==> src/sv/twg_pkg.sv <==
`timescale 1ns / 1ps
// ----------------------------------------------------------------------------
// twg_pkg
// Shared types and constants of the trapezoid wave generator.
// ----------------------------------------------------------------------------
package twg_pkg;

   localparam int STEP_BITS = 6;
   localparam int RATE_BITS = 3;
   localparam int CSR_INDEX_BITS = 3;
   localparam int CSR_DATA_BITS = 16;

   // menu rates
   localparam logic [RATE_BITS-1:0] RATE_NONE = 3'd0;
   localparam logic [RATE_BITS-1:0] RATE_MIN  = 3'd1;
   localparam logic [RATE_BITS-1:0] RATE_2    = 3'd2;
   localparam logic [RATE_BITS-1:0] RATE_3    = 3'd3;
   localparam logic [RATE_BITS-1:0] RATE_MAX  = 3'd4;

   // ramp steps per rate
   localparam logic [STEP_BITS-1:0] STEPS_RATE1 = 6'd39;
   localparam logic [STEP_BITS-1:0] STEPS_RATE2 = 6'd19;
   localparam logic [STEP_BITS-1:0] STEPS_RATE3 = 6'd9;
   localparam logic [STEP_BITS-1:0] STEPS_RATE4 = 6'd4;

   // register indexes
   localparam logic [CSR_INDEX_BITS-1:0] CSR_DEBOUNCE_MS      = 3'd0;
   localparam logic [CSR_INDEX_BITS-1:0] CSR_SAMPLE_TICKS     = 3'd1;
   localparam logic [CSR_INDEX_BITS-1:0] CSR_HOLD_TICKS_RATE1 = 3'd2;
   localparam logic [CSR_INDEX_BITS-1:0] CSR_HOLD_TICKS_RATE2 = 3'd3;
   localparam logic [CSR_INDEX_BITS-1:0] CSR_HOLD_TICKS_RATE3 = 3'd4;
   localparam logic [CSR_INDEX_BITS-1:0] CSR_HOLD_TICKS_RATE4 = 3'd5;

   typedef enum logic [1:0] {
      PH_IDLE      = 2'd0,
      PH_RAMP_UP   = 2'd1,
      PH_HOLD      = 2'd2,
      PH_RAMP_DOWN = 2'd3
   } phase_type;

   typedef struct packed {
      logic [15:0]      debounce_ms;
      logic [7:0]       sample_ticks;
      logic [3:0][15:0] hold_ticks;
   } cfg_type;

   function automatic logic [STEP_BITS-1:0] steps_for_rate(input logic [RATE_BITS-1:0] rate);
      logic [STEP_BITS-1:0] n;
      case (rate)
         RATE_2:  n = STEPS_RATE2;
         RATE_3:  n = STEPS_RATE3;
         RATE_MAX: n = STEPS_RATE4;
         default: n = STEPS_RATE1;
      endcase
      return n;
   endfunction

endpackage

==> src/sv/trapezoid_wave_generator_with_menu_core.sv <==
`timescale 1ns / 1ps
// ----------------------------------------------------------------------------
// trapezoid_wave_generator_with_menu_core
// Button menu and trapezoid wave generator, one result word per tick word.
// ----------------------------------------------------------------------------
//  channel | direction | word
//  req_    | in        | tdata[2:0] = up, down, select press
//  rsp_    | out       | tdata = level, pending rate, active rate, phase
//  csr_    | in        | index + 16-bit data, always ready
//
//  One tick word per cycle while the result is not stalled; the debounce
//  counters, menu and wave sequencer update between the input register
//  and the result register, whose load raises rsp valid.
//  A stalled result holds; the input register still takes a word while the
//  result register drains in the same cycle.
//  Synchronous active-high reset sets defaults, but not the press or result data.
// ----------------------------------------------------------------------------
module trapezoid_wave_generator_with_menu_core #(
   parameter int LEVEL_BITS = 16
) (
   input  logic                                 clock,
   input  logic                                 reset,
   input  logic                                 req_tvalid,
   output logic                                 req_tready,
   input  logic [7:0]                           req_tdata,   // up, down, select, 5'b0
   output logic                                 rsp_tvalid,
   input  logic                                 rsp_tready,
   output logic [23:0]                          rsp_tdata,   // level[15:0], pending[2:0],
                                                             // active[2:0], phase[1:0]
   input  logic                                 csr_valid,
   output logic                                 csr_ready,
   input  logic [twg_pkg::CSR_INDEX_BITS-1:0]   csr_index,
   input  logic [twg_pkg::CSR_DATA_BITS-1:0]    csr_data
);
   import twg_pkg::*;

   cfg_type              cfg_ff;
   logic                 in_valid_ff;
   logic [2:0]           in_press_ff;
   logic                 rsp_valid_ff;
   logic [23:0]          rsp_data_ff;
   logic [RATE_BITS-1:0] pending_ff, pending_in;
   logic [RATE_BITS-1:0] active_ff, active_in;
   logic                 advance;
   logic [2:0]           accepted;
   logic [LEVEL_BITS-1:0] level;
   logic [LEVEL_BITS+15:0] level_wide;
   logic [1:0]           phase_out;
   logic [RATE_BITS-1:0] pending_up;

   assign advance    = in_valid_ff && (!rsp_valid_ff || rsp_tready);
   assign req_tready = !in_valid_ff || advance;
   assign rsp_tvalid = rsp_valid_ff;
   assign rsp_tdata  = rsp_data_ff;
   assign csr_ready  = 1'b1;

   // register file
   always_ff @(posedge clock) begin
      if (reset) begin
         cfg_ff.debounce_ms   <= 16'd1000;
         cfg_ff.sample_ticks  <= 8'd2;
         cfg_ff.hold_ticks[0] <= 16'd80;
         cfg_ff.hold_ticks[1] <= 16'd160;
         cfg_ff.hold_ticks[2] <= 16'd200;
         cfg_ff.hold_ticks[3] <= 16'd220;
      end else if (csr_valid) begin
         case (csr_index)
            CSR_DEBOUNCE_MS:      cfg_ff.debounce_ms   <= csr_data;
            CSR_SAMPLE_TICKS:     cfg_ff.sample_ticks  <= csr_data[7:0];
            CSR_HOLD_TICKS_RATE1: cfg_ff.hold_ticks[0] <= csr_data;
            CSR_HOLD_TICKS_RATE2: cfg_ff.hold_ticks[1] <= csr_data;
            CSR_HOLD_TICKS_RATE3: cfg_ff.hold_ticks[2] <= csr_data;
            CSR_HOLD_TICKS_RATE4: cfg_ff.hold_ticks[3] <= csr_data;
            default: begin
               // drop writes beyond the register list
            end
         endcase
      end
   end

   twg_debounce u_debounce (
      .clock       (clock),
      .reset       (reset),
      .tick_en     (advance),
      .press       (in_press_ff),
      .debounce_ms (cfg_ff.debounce_ms),
      .accepted    (accepted)
   );

   // menu: up first, then down, then select
   always_comb begin
      pending_up = (accepted[0] && pending_ff > RATE_MIN) ? pending_ff - 1'b1 : pending_ff;
      pending_in = (accepted[1] && pending_up < RATE_MAX) ? pending_up + 1'b1 : pending_up;
      active_in  = accepted[2] ? pending_in : active_ff;
   end

   twg_wave #(
      .LEVEL_BITS (LEVEL_BITS)
   ) u_wave (
      .clock       (clock),
      .reset       (reset),
      .tick_en     (advance),
      .restart     (accepted[2]),
      .active_rate (active_in),
      .cfg         (cfg_ff),
      .level       (level),
      .phase_out   (phase_out)
   );

   assign level_wide = {16'd0, level};

   always_ff @(posedge clock) begin
      if (reset) begin
         in_valid_ff  <= 1'b0;
         rsp_valid_ff <= 1'b0;
         pending_ff   <= RATE_MIN;
         active_ff    <= RATE_NONE;
      end else begin
         if (req_tready) begin
            in_valid_ff <= req_tvalid;
         end
         if (advance) begin
            rsp_valid_ff <= 1'b1;
            pending_ff   <= pending_in;
            active_ff    <= active_in;
         end else if (rsp_tready) begin
            rsp_valid_ff <= 1'b0;
         end
      end
   end

   always_ff @(posedge clock) begin
      if (req_tready && req_tvalid) begin
         in_press_ff <= req_tdata[2:0];
      end
      if (advance) begin
         rsp_data_ff <= {phase_out, active_in, pending_in, level_wide[15:0]};
      end
   end

endmodule

==> src/sv/twg_debounce.sv <==
`timescale 1ns / 1ps
// ----------------------------------------------------------------------------
// twg_debounce
// Per-button tick counters; a press passes only once the debounce time is over.
// ----------------------------------------------------------------------------
module twg_debounce (
   input  logic        clock,
   input  logic        reset,
   input  logic        tick_en,
   input  logic [2:0]  press,
   input  logic [15:0] debounce_ms,
   output logic [2:0]  accepted
);
   import twg_pkg::*;

   logic [2:0][15:0] since_ff;
   logic [2:0][15:0] since_in;

   always_comb begin
      logic [15:0] bumped;
      for (int b = 0; b < 3; b++) begin
         // saturate at the top, then test against the debounce time
         bumped = (since_ff[b] == 16'hFFFF) ? since_ff[b] : since_ff[b] + 16'd1;
         accepted[b] = press[b] && (bumped > debounce_ms);
         since_in[b] = accepted[b] ? 16'd0 : bumped;
      end
   end

   always_ff @(posedge clock) begin
      if (reset) begin
         since_ff <= '0;
      end else if (tick_en) begin
         since_ff <= since_in;
      end
   end

endmodule

==> src/sv/twg_wave.sv <==
`timescale 1ns / 1ps
// ----------------------------------------------------------------------------
// twg_wave
// Trapezoid sequencer: phase, step and dwell counters plus the level multiply.
// ----------------------------------------------------------------------------
module twg_wave #(
   parameter int LEVEL_BITS = 16
) (
   input  logic                           clock,
   input  logic                           reset,
   input  logic                           tick_en,
   input  logic                           restart,
   input  logic [twg_pkg::RATE_BITS-1:0]  active_rate,
   input  twg_pkg::cfg_type               cfg,
   output logic [LEVEL_BITS-1:0]          level,
   output logic [1:0]                     phase_out
);
   import twg_pkg::*;

   localparam longint unsigned FULL_SCALE = (64'd1 << LEVEL_BITS) - 64'd1;
   localparam longint unsigned INC_RATE1 =
      (FULL_SCALE * 10 + (11 * 39) / 2) / (11 * 39);
   localparam longint unsigned INC_RATE2 =
      (FULL_SCALE * 10 + (11 * 19) / 2) / (11 * 19);
   localparam longint unsigned INC_RATE3 =
      (FULL_SCALE * 10 + (11 * 9) / 2) / (11 * 9);
   localparam longint unsigned INC_RATE4 =
      (FULL_SCALE * 10 + (11 * 4) / 2) / (11 * 4);

   phase_type            phase_ff, phase_in;
   logic [STEP_BITS-1:0] step_ff, step_in;
   logic [15:0]          dwell_ff, dwell_in;

   phase_type            phase_cur;
   logic [STEP_BITS-1:0] step_cur;
   logic [15:0]          dwell_cur;
   logic                 running;
   logic [STEP_BITS-1:0] n_steps;
   logic [1:0]           rate_idx;
   logic [15:0]          hold;
   logic [7:0]           samp;
   logic [15:0]          dur;
   logic [16:0]          dwell_inc;
   logic                 done;
   logic [LEVEL_BITS-1:0] inc;
   logic [STEP_BITS-1:0] mult_step;
   logic [LEVEL_BITS+STEP_BITS-1:0] product;

   // a restart puts the wave back at ramp-up step zero before this tick runs
   assign phase_cur = restart ? PH_RAMP_UP : phase_ff;
   assign step_cur  = restart ? '0 : step_ff;
   assign dwell_cur = restart ? '0 : dwell_ff;

   assign running   = (active_rate != RATE_NONE) && (phase_cur != PH_IDLE);
   assign n_steps   = steps_for_rate(active_rate);
   assign rate_idx  = 2'(active_rate - RATE_MIN);
   assign hold      = cfg.hold_ticks[rate_idx];
   assign samp      = (cfg.sample_ticks == 8'd0) ? 8'd1 : cfg.sample_ticks;
   assign dur       = (phase_cur == PH_HOLD) ? hold : {8'd0, samp};
   assign dwell_inc = {1'b0, dwell_cur} + 17'd1;
   assign done      = dwell_inc >= {1'b0, dur};

   // next state
   always_comb begin
      phase_in = phase_cur;
      step_in  = step_cur;
      dwell_in = dwell_cur;
      if (running) begin
         dwell_in = dwell_inc[15:0];
         if (done) begin
            dwell_in = '0;
            case (phase_cur)
               PH_RAMP_UP: begin
                  if (step_cur < n_steps) begin
                     step_in = step_cur + 1'b1;
                  end else begin
                     step_in  = n_steps;
                     phase_in = (hold == 16'd0) ? PH_RAMP_DOWN : PH_HOLD;
                  end
               end
               PH_HOLD: begin
                  phase_in = PH_RAMP_DOWN;
                  step_in  = n_steps;
               end
               PH_RAMP_DOWN: begin
                  if (step_cur > 1) begin
                     step_in = step_cur - 1'b1;
                  end else begin
                     phase_in = PH_RAMP_UP;
                     step_in  = '0;
                  end
               end
               default: begin
                  phase_in = phase_cur;
               end
            endcase
         end
      end
   end

   // outputs
   always_comb begin
      case (active_rate)
         RATE_2:   inc = LEVEL_BITS'(INC_RATE2);
         RATE_3:   inc = LEVEL_BITS'(INC_RATE3);
         RATE_MAX: inc = LEVEL_BITS'(INC_RATE4);
         default:  inc = LEVEL_BITS'(INC_RATE1);
      endcase
      mult_step = (phase_cur == PH_HOLD) ? n_steps : step_cur;
      product   = mult_step * inc;
      level     = running ? product[LEVEL_BITS-1:0] : LEVEL_BITS'(FULL_SCALE);
      phase_out = phase_in;
   end

   always_ff @(posedge clock) begin
      if (reset) begin
         phase_ff <= PH_IDLE;
         step_ff  <= '0;
         dwell_ff <= '0;
      end else if (tick_en) begin
         phase_ff <= phase_in;
         step_ff  <= step_in;
         dwell_ff <= dwell_in;
      end
   end

endmodule
==> config.mk <==
export PLATFORM = sky130hd
export DESIGN_NAME = trapezoid_wave_generator_with_menu_core
export DESIGN_NICKNAME = d
export VERILOG_FILES = /design/src/sv/twg_pkg.sv /design/src/sv/trapezoid_wave_generator_with_menu_core.sv /design/src/sv/twg_debounce.sv /design/src/sv/twg_wave.sv
export SDC_FILE = /design/constraint.sdc
export NUM_CORES = 1
export LEC_CHECK = 0
export BUFFER_PORTS_ARGS = -buffer_cell sky130_fd_sc_hd__clkbuf_2
export CAP_MARGIN = 0
export CORE_ASPECT_RATIO = 0.6
export CORE_MARGIN = 1
export CORE_UTILIZATION = 57
export DETAILED_ROUTE_END_ITERATION = 16
export HOLD_SLACK_MARGIN = 0.05
export PLACE_DENSITY_LB_ADDON = 0.12
export SLEW_MARGIN = 20
export SYNTH_ARGS = -nofsm -noshare
export SYNTH_HDL_FRONTEND = slang
export SYNTH_SLANG_ARGS = --single-unit
==> constraint.sdc <==
create_clock -name clock -period 10.6 [get_ports clock]
set_clock_uncertainty 0.15 [all_clocks]
set_input_delay 2.12 -clock clock [delete_from_list [all_inputs] [get_ports clock]]
set_output_delay 2.12 -clock clock [all_outputs]
set_load 0.02 [all_outputs]
==> results.cfg <==
[worst_hold_path]
holdPathStages = 2
min-delay-path-class = reg2reg
min_from = cfg_ff[84]$_SDFFE_PP0P_
hold-path-endpoint = cfg_ff[84]$_SDFFE_PP0P_

[power_and_ir_drop]
p_leak_uw = 0.005870
ir_drop_uv = 108.9
powerDensity_mw_per_mm2 = 110.0

[clocking]
clkSinkCount = 195
cts_tree = yes
clk_latency_ns = 0.46
clockBufferDepth = 2
path_clk_slew_ns = 0.08
cts_buffers = 17
cts_max_level = 4
cts-root-buf = clkbuf_16

[sta]
worst_pin_slew_ns = 1.091
post-route-min-period_ns = 10.12
period_share_pct = 95.48
fin_tns_setup_ns = 0
finalMaxSlewViolations = 0
finalHoldViolCount = 0
setup_viol = 0
slew-limit-headroom_pct = 26.75
holdWs_ns = 0.3062
fmax_mhz = 98.81

[route]
post_drt_wl_per_cell_um = 17.71
first_pass_iters = 5
vias = 11660
drt-total-wl_um = 35210
viasPerCell = 5.863
ant_nets = 0
drc = 0
drt_iter0_drc = 1012

[synth]
synth_common_cells = nand2_1, dfxtp_1, nor2_1
synth_area_leaders = dfxtp_1, ha_1, nand2_1
ys.warnings.count = 0
async_reset_ff_share_pct = 0
ys_ff_latch = 195
ys.flop_type = dfxtp_1
synth.distinct_cells = 74
yosysMostFrequentCell = nand2_1
syn_inst = 1622
yosysSeqAreaShare_pct = 31.74
syn_nets = 1794
synth_edf_count = 27
yosysTopAreaCellShare_pct = 25.58
syn_area_mm2 = 0.01315
synth.avg_cell_area_um2 = 8.107
yosys.area.top_type = dfxtp_1

[worst_setup_path]
path_class = reg2reg
cp_top_family = adder cells
crit_fanout = 8
r2r_start = u_debounce.since_ff[4]$_SDFFE_PP0P_
max_stage_delay_ns = 0.54
r2r-end = rsp_tdata[15]$_SDFFCE_PN1P_
ff2ff_setup_slack_ns = 0.48
worstSetupEndpointType = register
slowest_stage = fa_1
cp.depth = 45
critPathBufInv = 6
worst_setup_path_start_kind = register
r2r_cells = 45
worstPathRequired_ns = 10.62
arrival_ns = 10.15

[placement]
routabilityCongestion = 1.002
dp_cells = 1955
io_buffers = 52
hpwl_um = 26390

[job]
cap_violations = 0

[final_layout]
areaGrowthSynthToFinish_pct = 10.90
drive_gt1_share_pct = 11.73
final_nets = 1839
antenna_cells = 0
final_core_util_pct = 65.30
final_cells = 1988

[floorplanning]
dieArea_mm2 = 0.02370
fp.coreArea_mm2 = 0.02233
rows = 42
fp.dieH_um = 119.7
io_pins = 59
initial_core_util_pct = 58.88
die_x_um = 198.1

[run_status]
outcome = completed

[global_route]
grt_max_degree = 89
groute.usage.overall_pct = 30.91
antenna_found_initial = 0
top_usage_layer = met1
grt_pass1_wl_um = 56990
use_met3_pct = 10.17
gr-usage-met2_pct = 41.66
met1_usage_pct = 46.57
first_global_vias = 10850
overflow = 0
worst max path at each step:
stage,start,to
2_1_floorplan,u_debounce.since_ff[20]$_SDFFE_PP0P_,rsp_tdata[15]$_SDFFCE_PN1P_
6_report,u_debounce.since_ff[4]$_SDFFE_PP0P_,rsp_tdata[15]$_SDFFCE_PN1P_
5_1_grt,u_debounce.since_ff[4]$_SDFFE_PP0P_,rsp_tdata[15]$_SDFFCE_PN1P_
3_5_place_dp,u_debounce.since_ff[10]$_SDFFE_PP0P_,rsp_tdata[15]$_SDFFCE_PN1P_
3_3_place_gp,u_debounce.since_ff[9]$_SDFFE_PP0P_,rsp_tdata[15]$_SDFFCE_PN1P_
4_1_cts,u_debounce.since_ff[3]$_SDFFE_PP0P_,rsp_tdata[15]$_SDFFCE_PN1P_
cells by family after synthesis:
family                   Yosys count  share of synthesized area [%]
AO/OA/AOI/OAI                    330                          15.59
XOR/XNOR                          71                          4.833
adder cells (fa/ha/maj)          140                          15.60
buffers and inverters            174                          5.043
flip-flops                       195                          31.74
multiplexers                      35                          4.244
other                              1                        0.02852
AND/OR/NAND/NOR                  676                          22.92
per-stage QoR:
| stage | setup WS (ns) | power (uW) | instance area, um^2 |
|---|---|---|---|
| after floorplan | 0.4603 | 898.9 | 13150 |
| after global placement | 0.1488 | 944.3 | 13880 |
| after detailed placement | -0.03110 | 949.5 | 13880 |
| after CTS | 0.03693 | 1607 | 14500 |
| after global routing | -0.001696 | 1664 | 14580 |
| final | 0.4794 | 1604 | 14580 |
cells in the final DEF, fill, tap and decap left out, drive strengths merged, types with 45 or more instances in the layout:
| cell | n |
|---|---|
| nand2 | 311 |
| dfxtp | 168 |
| nor2 | 166 |
| a21oi | 153 |
| inv | 111 |
| ha | 100 |
| clkbuf | 71 |
| o21ai | 51 |
| xnor2 | 49 |
| buf | 45 |
worst reg2reg max path, delay by kind of cell (launching register included):
kind / cells / cell delay, ns
simple gates: 15 / 2.39
buf+inv: 6 / 0.81
compound gates: 11 / 2.15
fa+ha+maj: 7 / 2.76
mux: 2 / 0.33
xor+xnor: 4 / 0.86
flops: 1 / 0.40
flip-flops by register name, summed over array words and instances (netlist names):
signal	flops
u_wave.step_ff	6
u_wave.phase_ff	2
active_ff	3
rsp_tvalid	1
u_debounce.since_ff	48
cfg_ff	88
rsp_tdata	24
u_wave.dwell_ff	16
pending_ff	3
in_press_ff	3
in_valid_ff	1
power breakdown:
part	total (uW)	switching (uW)	internal (uW)
combinational	166	107	58.9
clock	668	327	340
sequential	770	9.88	760
area by class of cell:
| type | instances | area [um^2] |
|---|---|---|
| Tap cell | 308 | 385.4 |
| Clock buffer | 20 | 478.0 |
| Inverter | 104 | 392.9 |
| Sequential cell | 195 | 4182 |
| Fill cell | 1880 | 7750 |
| Multi-Input combinational cell | 1253 | 8426 |
| Clock inverter | 12 | 127.6 |
| Timing Repair Buffer | 96 | 593.1 |
per-layer routing:
metal / routed length (um) / share of wire, %
met5: 0 / 0
met4: 448 / 1.3
met2: 14040 / 40
met1: 17020 / 48
met3: 3694 / 10
repair_timing:
action,in CTS,in global routing
setup buffers,0,1
gates resized for setup,3,26
pin swaps,1,6
endpoints found under the setup margin,1,2
hold buffers,0,0
(Power assumes the default switching activity.)
